### config.mk
export PLATFORM = sky130hd
export DESIGN_NAME = headset_jack_and_hook_detect_core
export DESIGN_NICKNAME = d
export VERILOG_FILES = /design/src/hdl/hjd_pkg.sv /design/src/hdl/hjd_front.sv /design/src/hdl/hjd_queue.sv /design/src/hdl/hjd_back.sv /design/src/hdl/headset_jack_and_hook_detect_core.sv
export SDC_FILE = /design/constraint.sdc
export NUM_CORES = 1
export LEC_CHECK = 0
export ABC_AREA = 1
export BUFFER_PORTS_ARGS = -buffer_cell sky130_fd_sc_hd__buf_2
export CAP_MARGIN = 15
export CELL_PAD_IN_SITES_DETAIL_PLACEMENT = 1
export CELL_PAD_IN_SITES_GLOBAL_PLACEMENT = 2
export CORE_UTILIZATION = 37
export CTS_BUF_LIST = sky130_fd_sc_hd__clkbuf_8
export CTS_CLUSTER_DIAMETER = 60
export DETAILED_ROUTE_END_ITERATION = 10
export PLACE_DENSITY_LB_ADDON = 0.12
export SLEW_MARGIN = 5
export SYNTH_ARGS = -nofsm -noshare
export SYNTH_HDL_FRONTEND = slang
export SYNTH_SLANG_ARGS = --single-unit
### constraint.sdc
create_clock -name clk -period 3.4 [get_ports clk]
set_clock_uncertainty 0.2 [all_clocks]
set_input_delay 0.85 -clock clk [delete_from_list [all_inputs] [get_ports clk]]
set_output_delay 0.85 -clock clk [all_outputs]
set_load 0.005 [all_outputs]
### src/hdl/hjd_pkg.sv
`timescale 1ns / 1ps
// ----------------------------------------------------------------------------
// hjd_pkg
// Shared types and constants for the headset jack and hook detect core.
// ----------------------------------------------------------------------------
package hjd_pkg;

  localparam int ADC_BITS = 12;

  // adc samples arrive as 12-bit fields, only the low ADC_BITS bits count
  localparam logic [11:0] ADC_MASK = 12'((64'd1 << ADC_BITS) - 64'd1);

  localparam int QDEPTH = 4;
  localparam int QAW    = $clog2(QDEPTH);

  // configuration register indexes
  localparam logic [2:0] CFG_INSERT_ACTIVE_HIGH  = 3'd0;
  localparam logic [2:0] CFG_MIC_CHANNEL_PRESENT = 3'd1;
  localparam logic [2:0] CFG_HOOK_LOW_THRESHOLD  = 3'd2;
  localparam logic [2:0] CFG_HOOK_HIGH_THRESHOLD = 3'd3;
  localparam logic [2:0] CFG_ADC_UPPER_LIMIT     = 3'd4;

  localparam logic [11:0] RST_HOOK_LOW  = 12'd204;
  localparam logic [11:0] RST_HOOK_HIGH = 12'd410;
  localparam logic [12:0] RST_ADC_UPPER = 13'd1024;

  typedef enum logic [1:0] {
    FUNC_PIN_CHECK = 2'd0,
    FUNC_MIC_DETECT = 2'd1,
    FUNC_HOOK_POLL = 2'd2
  } func_t;

  typedef enum logic [2:0] {
    KIND_HEADSET_IN   = 3'd0,
    KIND_HEADPHONE_IN = 3'd1,
    KIND_JACK_REMOVED = 3'd2,
    KIND_HOOK_KEY     = 3'd3,
    KIND_REQUEST_MIC  = 3'd4
  } report_kind_t;

  typedef enum logic [1:0] {
    JACK_NONE      = 2'd0,
    JACK_HEADSET   = 2'd1,
    JACK_HEADPHONE = 2'd2
  } jack_kind_t;

  typedef struct packed {
    logic        we;
    logic [2:0]  index;
    logic [12:0] data;
  } cfg_write_t;

  // one accepted event's worth of results: one or two words
  typedef struct packed {
    logic         two;
    report_kind_t kind0;
    logic         key0;
    report_kind_t kind1;
    jack_kind_t   status;
    logic         polling;
  } job_t;

  typedef struct packed {
    logic not_empty;
    logic full;
  } q_status_t;

endpackage

### src/hdl/hjd_front.sv
`timescale 1ns / 1ps
// ----------------------------------------------------------------------------
// hjd_front
// Holds configuration and jack state, classifies each event and queues the
// results it causes.
// ----------------------------------------------------------------------------
module hjd_front (
  input  logic              clk,
  input  logic              rst,
  input  hjd_pkg::cfg_write_t cfg,
  input  logic              accept,
  input  logic [1:0]        func,
  input  logic              pin_level,
  input  logic [11:0]       adc_value,
  input  logic              adc_valid,
  output logic              push,
  output hjd_pkg::job_t     push_job
);

  logic        insert_active_high;
  logic        mic_channel_present;
  logic [11:0] hook_low_threshold;
  logic [11:0] hook_high_threshold;
  logic [12:0] adc_upper_limit;

  logic                jack_inserted, jack_inserted_next;
  logic                mic_found, mic_found_next;
  logic                key_held, key_held_next;
  hjd_pkg::jack_kind_t jack_kind, jack_kind_next;
  logic                hook_polling, hook_polling_next;

  logic        mapped;
  logic [11:0] val;
  logic        below_low, at_high, above_high, below_upper;
  logic        has_result;
  hjd_pkg::job_t job;

  always_ff @(posedge clk) begin
    if (rst) begin
      insert_active_high  <= 1'b1;
      mic_channel_present <= 1'b1;
      hook_low_threshold  <= hjd_pkg::RST_HOOK_LOW;
      hook_high_threshold <= hjd_pkg::RST_HOOK_HIGH;
      adc_upper_limit     <= hjd_pkg::RST_ADC_UPPER;
    end else if (cfg.we) begin
      unique case (cfg.index)
        hjd_pkg::CFG_INSERT_ACTIVE_HIGH:  insert_active_high  <= cfg.data[0];
        hjd_pkg::CFG_MIC_CHANNEL_PRESENT: mic_channel_present <= cfg.data[0];
        hjd_pkg::CFG_HOOK_LOW_THRESHOLD:  hook_low_threshold  <= cfg.data[11:0];
        hjd_pkg::CFG_HOOK_HIGH_THRESHOLD: hook_high_threshold <= cfg.data[11:0];
        hjd_pkg::CFG_ADC_UPPER_LIMIT:     adc_upper_limit     <= cfg.data;
        default: ;
      endcase
    end
  end

  assign mapped      = insert_active_high ? pin_level : ~pin_level;
  assign val         = adc_value & hjd_pkg::ADC_MASK;
  assign below_low   = val < hook_low_threshold;
  assign at_high     = val >= hook_high_threshold;
  assign above_high  = val > hook_high_threshold;
  assign below_upper = {1'b0, val} < adc_upper_limit;

  always_comb begin
    jack_inserted_next = jack_inserted;
    mic_found_next     = mic_found;
    key_held_next      = key_held;
    jack_kind_next     = jack_kind;
    hook_polling_next  = hook_polling;
    has_result         = 1'b0;
    job.two            = 1'b0;
    job.kind0          = hjd_pkg::KIND_HEADSET_IN;
    job.key0           = 1'b0;
    job.kind1          = hjd_pkg::KIND_JACK_REMOVED;
    unique case (hjd_pkg::func_t'(func))
      hjd_pkg::FUNC_PIN_CHECK: begin
        if (mapped != jack_inserted) begin
          jack_inserted_next = mapped;
          has_result         = 1'b1;
          if (mapped) begin
            if (mic_channel_present) begin
              job.kind0 = hjd_pkg::KIND_REQUEST_MIC;
            end else begin
              mic_found_next = 1'b0;
              jack_kind_next = hjd_pkg::JACK_HEADPHONE;
              job.kind0      = hjd_pkg::KIND_HEADPHONE_IN;
            end
          end else begin
            jack_kind_next    = hjd_pkg::JACK_NONE;
            hook_polling_next = 1'b0;
            mic_found_next    = 1'b0;
            if (mic_found && key_held) begin
              // release the held key before reporting removal
              key_held_next = 1'b0;
              job.two       = 1'b1;
              job.kind0     = hjd_pkg::KIND_HOOK_KEY;
            end else begin
              job.kind0 = hjd_pkg::KIND_JACK_REMOVED;
            end
          end
        end
      end
      hjd_pkg::FUNC_MIC_DETECT: begin
        has_result = 1'b1;
        if (adc_valid) begin
          if (below_low) begin
            mic_found_next = 1'b0;
          end else if (at_high) begin
            mic_found_next    = 1'b1;
            hook_polling_next = 1'b1;
          end
        end
        jack_kind_next = mic_found_next ? hjd_pkg::JACK_HEADSET : hjd_pkg::JACK_HEADPHONE;
        job.kind0 = mic_found_next ? hjd_pkg::KIND_HEADSET_IN : hjd_pkg::KIND_HEADPHONE_IN;
      end
      hjd_pkg::FUNC_HOOK_POLL: begin
        if (hook_polling) begin
          if (!adc_valid || !jack_inserted || !mapped) begin
            hook_polling_next = 1'b0;
          end else begin
            if (below_low) begin
              key_held_next = 1'b1;
            end else if (above_high && below_upper) begin
              key_held_next = 1'b0;
            end
            has_result = key_held_next != key_held;
            job.kind0  = hjd_pkg::KIND_HOOK_KEY;
            job.key0   = key_held_next;
          end
        end
      end
      default: ;
    endcase
    job.status  = jack_kind_next;
    job.polling = hook_polling_next;
  end

  always_ff @(posedge clk) begin
    if (rst) begin
      jack_inserted <= 1'b0;
      mic_found     <= 1'b0;
      key_held      <= 1'b0;
      jack_kind     <= hjd_pkg::JACK_NONE;
      hook_polling  <= 1'b0;
    end else if (accept) begin
      jack_inserted <= jack_inserted_next;
      mic_found     <= mic_found_next;
      key_held      <= key_held_next;
      jack_kind     <= jack_kind_next;
      hook_polling  <= hook_polling_next;
    end
  end

  assign push     = accept && has_result;
  assign push_job = job;

endmodule

### src/hdl/hjd_queue.sv
`timescale 1ns / 1ps
// ----------------------------------------------------------------------------
// hjd_queue
// Short first-in first-out queue of result jobs between front and back.
// ----------------------------------------------------------------------------
module hjd_queue (
  input  logic                clk,
  input  logic                rst,
  input  logic                push,
  input  hjd_pkg::job_t       push_job,
  input  logic                pop,
  output hjd_pkg::job_t       head_job,
  output hjd_pkg::q_status_t  status
);

  hjd_pkg::job_t            entries [hjd_pkg::QDEPTH];
  logic [hjd_pkg::QAW-1:0]  wr_ptr;
  logic [hjd_pkg::QAW-1:0]  rd_ptr;
  logic [hjd_pkg::QAW:0]    count;

  always_ff @(posedge clk) begin
    if (push) begin
      entries[wr_ptr] <= push_job;
    end
  end

  always_ff @(posedge clk) begin
    if (rst) begin
      wr_ptr <= '0;
      rd_ptr <= '0;
      count  <= '0;
    end else begin
      if (push) begin
        wr_ptr <= wr_ptr + 1'b1;
      end
      if (pop) begin
        rd_ptr <= rd_ptr + 1'b1;
      end
      unique case ({push, pop})
        2'b10:   count <= count + 1'b1;
        2'b01:   count <= count - 1'b1;
        default: count <= count;
      endcase
    end
  end

  assign head_job         = entries[rd_ptr];
  assign status.not_empty = count != '0;
  assign status.full      = count == (hjd_pkg::QAW+1)'(hjd_pkg::QDEPTH);

endmodule

### src/hdl/hjd_back.sv
`timescale 1ns / 1ps
// ----------------------------------------------------------------------------
// hjd_back
// Takes jobs from the queue and sends their words one per cycle while m_tready
// is high, through a registered output stage.
// ----------------------------------------------------------------------------
module hjd_back (
  input  logic                clk,
  input  logic                rst,
  input  hjd_pkg::job_t       head_job,
  input  hjd_pkg::q_status_t  status,
  output logic                pop,
  output logic                m_tvalid,
  input  logic                m_tready,
  output logic [7:0]          m_tdata,
  output logic [2:0]          m_tuser,
  output logic                m_tlast
);

  logic                    load;
  logic                    pending;
  hjd_pkg::job_t           held;
  hjd_pkg::report_kind_t   kind;
  logic                    key;
  hjd_pkg::jack_kind_t     jstat;
  logic                    polling;

  assign load = !m_tvalid || m_tready;
  assign pop  = load && !pending && status.not_empty;

  always_ff @(posedge clk) begin
    if (rst) begin
      m_tvalid <= 1'b0;
      pending  <= 1'b0;
    end else if (load) begin
      if (pending) begin
        m_tvalid <= 1'b1;
        pending  <= 1'b0;
      end else begin
        m_tvalid <= status.not_empty;
        pending  <= status.not_empty && head_job.two;
      end
    end
  end

  // payload, no reset
  always_ff @(posedge clk) begin
    if (load) begin
      if (pending) begin
        // second word of a two-word job
        kind    <= held.kind1;
        key     <= 1'b0;
        jstat   <= held.status;
        polling <= held.polling;
        m_tlast <= 1'b1;
      end else begin
        held    <= head_job;
        kind    <= head_job.kind0;
        key     <= head_job.key0;
        jstat   <= head_job.status;
        polling <= head_job.polling;
        m_tlast <= !head_job.two;
      end
    end
  end

  assign m_tdata = {4'b0000, polling, jstat, key};
  assign m_tuser = kind;

endmodule

### src/hdl/headset_jack_and_hook_detect_core.sv
`timescale 1ns / 1ps
// ----------------------------------------------------------------------------
// headset_jack_and_hook_detect_core
// Headset jack tracker with mic detection and hook key polling.
// ----------------------------------------------------------------------------
//  channel  | dir | contents
//  s_*      | in  | events: tuser func, tdata pin_level/adc_value/adc_valid
//  m_*      | out | reports: tuser report_kind, tdata key/status/polling, tlast
//  cfg_*    | in  | register writes, index 0..4, no read-back
//
//  one event is accepted per cycle while s_tready is high; each yields zero, one or two words
//  words leave one per cycle while m_tready is high, via the job queue and a registered output stage
//  a four-entry job queue splits the event side from the report side
//  s_tready drops only while that queue is full
//  rst is synchronous; no clearing pass is needed
// ----------------------------------------------------------------------------
module headset_jack_and_hook_detect_core (
  input  logic        clk,
  input  logic        rst,
  input  logic        s_tvalid,
  output logic        s_tready,
  input  logic [15:0] s_tdata,   // pin_level, adc_value[11:0], adc_valid
  input  logic [1:0]  s_tuser,   // func
  output logic        m_tvalid,
  input  logic        m_tready,
  output logic [7:0]  m_tdata,   // key_pressed, jack_status[1:0], polling_active
  output logic [2:0]  m_tuser,   // report_kind
  output logic        m_tlast,
  input  logic        cfg_we,
  input  logic [2:0]  cfg_index,
  input  logic [12:0] cfg_data
);

  hjd_pkg::cfg_write_t cfg;
  hjd_pkg::job_t       push_job;
  hjd_pkg::job_t       head_job;
  hjd_pkg::q_status_t  q_status;
  logic                accept;
  logic                push;
  logic                pop;

  assign cfg.we    = cfg_we;
  assign cfg.index = cfg_index;
  assign cfg.data  = cfg_data;

  assign s_tready = !q_status.full;
  assign accept   = s_tvalid && s_tready;

  hjd_front u_front (
    .clk       (clk),
    .rst       (rst),
    .cfg       (cfg),
    .accept    (accept),
    .func      (s_tuser),
    .pin_level (s_tdata[0]),
    .adc_value (s_tdata[12:1]),
    .adc_valid (s_tdata[13]),
    .push      (push),
    .push_job  (push_job)
  );

  hjd_queue u_queue (
    .clk      (clk),
    .rst      (rst),
    .push     (push),
    .push_job (push_job),
    .pop      (pop),
    .head_job (head_job),
    .status   (q_status)
  );

  hjd_back u_back (
    .clk      (clk),
    .rst      (rst),
    .head_job (head_job),
    .status   (q_status),
    .pop      (pop),
    .m_tvalid (m_tvalid),
    .m_tready (m_tready),
    .m_tdata  (m_tdata),
    .m_tuser  (m_tuser),
    .m_tlast  (m_tlast)
  );

endmodule
==> qor.yml, run 1 <==
outcome:
  outcome: "finished, final reports clean"
grt:
  top_usage_layer: "met2"
  antenna_found_initial: 0
  grt.total_usage_pct: 19.30
  grt_util_met1_pct: 25.72
  grt_pass1_vias: 4207
  grt_use_met2_pct: 31.07
  grt_max_degree: 26
  use_met3_pct: 3.488
  grt_pass1_wl_um: 20670
  overflow: 0
die:
  ioPinCount: 53
  core_sq_mm: 0.01319
  rows: 42
  dieWidth_um: 118.1
  die-area_sq_mm: 0.01394
  die_h_um: 118.1
  initial_core_util_pct: 37.78
critical_path:
  critPathMaxFanout: 3
  slowest_stage: "fa_1"
  r2r_start: "u_front.hook_low_threshold[11]"
  r2r_slack_ns: 0.45
  cp_cell_sequence: "buf_2, ha_1, a21o_1, nor2_1, nand2_1, a21oi_2, o21bai_1, nand2_1, nand2_2, nand2_4, ha_1, inv_1, fa_1, a21oi_1, o21ai_0, o21ai_0, a21oi_1"
  worst-endpoint-arrival_ns: 3.27
  cp-end-kind: "register"
  worstSetupStartpoint: "s_tdata[12]"
  required_ns: 3.49
  start_kind: "primary input"
  cpPeakStageDelay_ns: 0.38
  critical_path_class: "primary input to register"
route:
  route.detailed.drc: 0
  ant_nets: 0
  wire_per_inst_um: 14.85
  drt-total-wl_um: 12400
  num_vias: 3993
  avgViaCountPerCell: 4.782
  dr.pass1.iters: 4
  drtIter0Drc: 195
placement:
  gp_congestion: 0.8275
  port_buffers: 46
  dpl.hpwl_um: 9325
sta:
  slew_viol_final: 0
  finalSetupTns_ns: 0
  min_period_over_period_pct: 93.48
  tightest_slew_ns: 0.6164
  fin_crit_ns: 3.178
  final-hold-violation-count: 0
  slew_headroom_pct: 58.59
  fmax_ghz: 0.3146
  final-setup-viol-count: 0
synth:
  yosys_warnings: 0
  synth_seq_cells: 99
  synth_edf_count: 43
  syn_inst: 591
  async_flop_share_pct: 0
  ys_seq_area_share_pct: 48.41
  synth.cell_area_sq_mm: 0.004984
  yosys.cell_types.count: 34
  synth_ff_type: "dfxtp_1"
  syn_avg_cell_area_sq_um: 8.432
clocking:
  clock_latency_ns: 0.39
  numCtsBuffers: 9
  cts.sinks: 99
  root_buffer: "clkbuf_8"
  clkTransAtPathRegs_ns: 0.10
  cts_max_level: 3
  cts_setup_buffers: 0
  max-clock-path-buffers: 2
  cts_tree: "yes"
final_layout:
  final_cell_mix: "nand2_1, inv_1, a21oi_1"
  n_antenna_cell: 0
  layout_commonest_cell: "nand2_1"
  final_nets: 734
  nFillCells: 1594
  layout-drive-gt1-share_pct: 16.69
  syn_to_final_growth_pct: 14.94
run:
  drv_cap: 0
power:
  power_leakage_uw: 0.002586
  ir_drop_mv: 0.2104
  p_total_uw: 3110
  power_density_mw_per_mm2: 542.9
worst_hold_path:
  worstHoldStart: "u_front.adc_upper_limit[6]"
  hold_path_class: "register to register"
[report_power, final]
group	switching [uW]	leakage, uW	internal (uW)
combinational	517	0.00162	319
clock	475	0.0000937	287
sequential	74.0	0.000877	1440
total	1070	0.00259	2040
[synth_stat cells, drive strengths merged, types with 6 or more instances]
master,n,share of area [%]
o21ai,64,6.4
o211ai,6,0.90
edfxtp,43,26
nor3,6,0.60
nand2,100,7.9
ha,40,10
clkbuf,14,1.1
nand3,16,1.8
inv,92,6.9
nor2,64,5.1
buf,8,1.1
a21oi,62,6.3
dfxtp,56,22
[layout make-up]
cell class / instances / area (sq um) / area share, %
Clock inverter: 7 / 66.31 / 1.158
Tap cell: 176 / 220.2 / 3.844
Inverter: 92 / 345.3 / 6.029
Clock buffer: 9 / 123.9 / 2.163
Timing Repair Buffer: 71 / 417.9 / 7.296
Multi-Input combinational cell: 381 / 2142 / 37.40
Sequential cell: 99 / 2412 / 42.11
[per-stage QoR]
stage / utilization, % / hold WS [ns] / instances / area, sq um / setup slack, ns
floorplan: - / 0.2326 / 594 / 4995 / 0.1969
global placement: 41.89 / 0.2412 / 819 / 5525 / -0.1722
detailed placement: 41.89 / 0.2543 / 819 / 5525 / -0.2459
CTS: 43.33 / 0.2690 / 835 / 5715 / 0.1923
global route: 43.43 / 0.2869 / 835 / 5728 / -0.006807
finish: 43.43 / 0.2623 / 835 / 5728 / 0.2217
[what timing repair did]
| action | 4_1_cts | 5_1_grt |
|---|---|---|
| endpoints found under the setup margin | 0 | 1 |
| endpoints found under the hold margin | 0 | 0 |
| hold buffers | 0 | 0 |
| resized for setup | 0 | 4 |
[state kept, by name (all words and copies together), names as in the netlist, 2 cells and up, named ones only]
name and cells:
u_queue.entries 32, u_front.adc_upper_limit 13, u_front.hook_high_threshold 12, u_front.hook_low_threshold 12
u_back.held 3, u_back.m_tuser 3, u_queue.count 3, u_back.jstat 2
u_front.jack_kind 2, u_queue.rd_ptr 2, u_queue.wr_ptr 2
[worst paths after layout]
path              cells past startpoint                         end
setup / recovery                     17            u_queue.count[2]
hold / removal                        2  u_front.adc_upper_limit[6]
setup reg to reg                     17            u_queue.count[2]
hold reg to reg                       2  u_front.adc_upper_limit[6]
[metal layers]
metal  vias to the layer above  routed length (um)
met5                         -                   0
met4                         0                 195
met3                        15                 314
met2                        53                5545
met1                      1864                6343
li1                       2061                   -
[cell families (layout without fill, tap and decap cells)]
group,count (synthesis),after routing,synth area share (%)
simple gates,190,190,15.97
other cells,1,4,0.07525
compound gates,145,145,15.69
flops,99,99,48.41
fa+ha+maj,41,41,10.44
xor+xnor,1,1,0.3265
buf+inv,114,179,9.089
[critical path: cells and delay by family]
family,cells,cell delay [ns]
buffers and inverters,2,0.18
adder cells (fa/ha/maj),3,0.82
AO/OA/AOI/OAI,7,0.96
AND/OR/NAND/NOR,5,0.44
(Power assumes the default switching activity.)
==> inputs of run 2 (changes only) <==
--- a/config.mk
+++ b/config.mk
@@ -10,8 +10,8 @@
 export CAP_MARGIN = 15
 export CELL_PAD_IN_SITES_DETAIL_PLACEMENT = 1
 export CELL_PAD_IN_SITES_GLOBAL_PLACEMENT = 2
-export CORE_UTILIZATION = 37
-export CTS_BUF_LIST = sky130_fd_sc_hd__clkbuf_8
+export CORE_UTILIZATION = 36
+export CTS_BUF_LIST = sky130_fd_sc_hd__clkbuf_8 sky130_fd_sc_hd__clkbuf_16
 export CTS_CLUSTER_DIAMETER = 60
 export DETAILED_ROUTE_END_ITERATION = 10
 export PLACE_DENSITY_LB_ADDON = 0.12
==> run 2 against run 1 <==
  * Maximum frequency is 0.86% lower
  * Critical endpoint unchanged
  * Largest power group unchanged
  * Design area is 3.1% higher
  * Largest cell class unchanged
  * Clock power is 30% higher
  * Highest routed layer unchanged
==> qor.yml, run 2 (synthesis results as in run 1) <==
critical_path:
  cp-end-kind: "register"
  cpPeakStageDelay_ns: 0.35  # -0.03 ns
  slowest_stage: "fa_2"
  critical_path_class: "primary input to register"
  required_ns: 3.44  # -0.05 ns
  worst-endpoint-arrival_ns: 3.25  # -0.02 ns
  cp_cell_sequence: "buf_2, ha_1, nand2_2, buf_12, nor3_4, a21oi_2, buf_4, nor2_1, nor2_1, nand2_1, nand2_2, nand2_4, ha_1, inv_1, fa_2, a21oi_2, o21ai_1, o21ai_1, a21oi_1"
  critPathTopFamily: "adder cells"
  start_kind: "primary input"
  critPathMaxFanout: 3  # unchanged
  critPathBufInv: 4  # +2
sta:
  final-hold-violation-count: 0  # unchanged
  finalSetupTns_ns: 0  # unchanged
  final-setup-viol-count: 0  # unchanged
  slew_viol_final: 0  # unchanged
  fin_crit_ns: 3.206  # +0.02757 ns
  tightest_slew_ns: 0.5933  # -0.02314 ns
  fmax_ghz: 0.3119  # -0.86%
  slew_headroom_pct: 60.14  # +1.6 points
  min_period_over_period_pct: 94.29  # +0.81 points
final_layout:
  nFillCells: 1615  # +1.3%
  syn_to_final_growth_pct: 18.45
  layout-drive-gt1-share_pct: 18.07  # +1.4 points
  largest_register_ff_count: 32  # unchanged
  multi_input_area_sq_mm: 0.002177  # +1.6%
  n_antenna_cell: 0  # unchanged
  design_area_sq_mm: 0.005903  # +3.1%
  largestRegisters: "u_queue.entries: 32 flops, u_front.adc_upper_limit: 13 flops"
  layout_commonest_cell: "nand2_1"
  final_cell_mix: "nand2_1, inv_1, a21oi_1"
  final_nets: 739  # +0.68%
  regMostFlops: "u_queue.entries"
  regArea_sq_mm: 0.002412  # unchanged
die:
  die_h_um: 119.7  # +1.4%
  core_sq_mm: 0.01335  # +1.2%
  rows: 42  # unchanged
  initial_core_util_pct: 37.34  # -0.45 points
  die-area_sq_mm: 0.01432  # +2.7%
  dieWidth_um: 119.7  # +1.4%
  ioPinCount: 53  # unchanged
clocking:
  root_buffer: "clkbuf_16"
  numCtsBuffers: 9  # unchanged
  max-clock-path-buffers: 2  # unchanged
  cts_tree: "yes"
  clock_latency_ns: 0.35  # -0.04 ns
  clkTransAtPathRegs_ns: 0.07  # -0.03 ns
  hold_buffers: 0  # unchanged
  cts_max_level: 3  # unchanged
  cts.sinks: 99  # unchanged
route:
  route.detailed.drc: 0  # unchanged
  drtIter0Drc: 154  # -21%
  drt-total-wl_um: 12370  # -0.21%
  num_vias: 4039  # +1.2%
  avgViaCountPerCell: 4.808  # +0.55%
  ant_nets: 0  # unchanged
  dr.pass1.iters: 4  # unchanged
  wire_per_inst_um: 14.73  # -0.80%
grt:
  grt_pass1_vias: 4243  # +0.86%
  grt_pass1_wl_um: 20540  # -0.60%
  grt_max_degree: 24  # -7.7%
  antenna_found_initial: 0  # unchanged
  grt.total_usage_pct: 18.71  # -0.58 points
  overflow: 0  # unchanged
power:
  pwr-share-comb_pct: 25.5  # -1.4 points
  sw_frac_of_total_pct: 32.05  # -2.2 points
  p_seq_share_pct: 45.1  # -3.5 points
  power_density_mw_per_mm2: 568.9  # +4.8%
  p_int_uw: 2282  # +12%
  power_leakage_uw: 0.002673  # +3.4%
  ir_drop_mv: 0.2193  # +4.3%
  clkPwrFrac_pct: 29.5  # +5.0 points
  power_switching_uw: 1076  # +0.96%
worst_hold_path:
  hold_path_class: "register to register"
run:
  drv_cap: 0  # unchanged
placement:
  gp_congestion: 0.8143  # -1.6%
  dpl.hpwl_um: 9329  # about the same
  port_buffers: 46  # unchanged
  place_area_sq_mm: 0.005555  # +0.54%
outcome:
  outcome: "finished, final reports clean"
==> run 2: cell count changes in the layout (fill, tap and decap cells not counted), moves of 2 or more <==
| cell | change |
|---|---|
| clkbuf_16 | +9 |
| clkbuf_8 | -9 |
| buf_4 | +4 |
| inv_6 | +3 |
| inv_8 | -3 |
| nand3_1 | -2 |
| nand3_2 | +2 |
| o21ai_0 | -2 |
| o21ai_1 | +2 |
==> run 2: metrics by stage <==
stage | total power, uW | util, % | cells | hold WS [ns] | worst slack, ns
floorplan | 2058 | - | 594 | 0.2326 | 0.1969
global placement | 2348 | 41.62 | 823 | 0.2411 | -0.2251
detailed placement | 2386 | 41.62 | 823 | 0.2510 | -0.3636
CTS | 3386 | 43.76 | 839 | 0.2622 | 0.08067
global route | 3581 | 44.23 | 840 | 0.2799 | -0.01425
finish | 3358 | 44.23 | 840 | 0.2573 | 0.1941
==> run 2: power by group through the flow <==
| stage | combinational, uW | clock [uW] | sequential, uW |
|---|---|---|---|
| after floorplan | 541 | 0 | 1520 |
| after global placement | 813 | 0 | 1540 |
| after detailed placement | 843 | 0 | 1540 |
| after CTS | 847 | 1020 | 1520 |
| after global routing | 988 | 1060 | 1530 |
| final | 855 | 989 | 1510 |
==> run 2: per-layer routing <==
layer	up-vias	part of all wire (%)	track usage, %
li1	2072	-	-
met1	1901	50	24.74
met2	52	45	30.56
met3	14	2.8	2.804
met4	0	1.7	7.656
met5	-	0	0
==> run 2: timing repair <==
item                                    in CTS  in global routing
setup buffers                                0                  1
pin swaps                                    0                  4
gates resized for setup                      1                 12
endpoints found under the setup margin       1                  2
==> run 2: final cells by class <==
class | count | share of cell area [%]
inverter | 92 | 5.850
clock inverter | 7 | 0.9326
clock buffer | 9 | 3.815
timing repair buffer | 76 | 7.927
sequential | 99 | 40.86
tap | 176 | 3.730
multi-input combinational | 381 | 36.88
==> run 2: worst min-delay path: cells and delay by family (launching register included) <==
family	cells	cell delay, ns
flip-flops	1	0.30
AO/OA/AOI/OAI	1	0.05
buffers and inverters	1	0.06
==> run 2: worst paths after layout <==
| check | slack (ns) | start | depth (start not counted) | to |
|---|---|---|---|---|
| setup / recovery | 0.19 | s_tdata[12] | 19 | u_queue.count[2] |
| hold / removal | 0.26 | u_front.adc_upper_limit[7] | 2 | u_front.adc_upper_limit[7] |
| setup reg to reg | 0.46 | u_front.hook_low_threshold[7] | 20 | u_queue.count[2] |
| hold reg to reg | 0.26 | u_front.adc_upper_limit[7] | 2 | u_front.adc_upper_limit[7] |
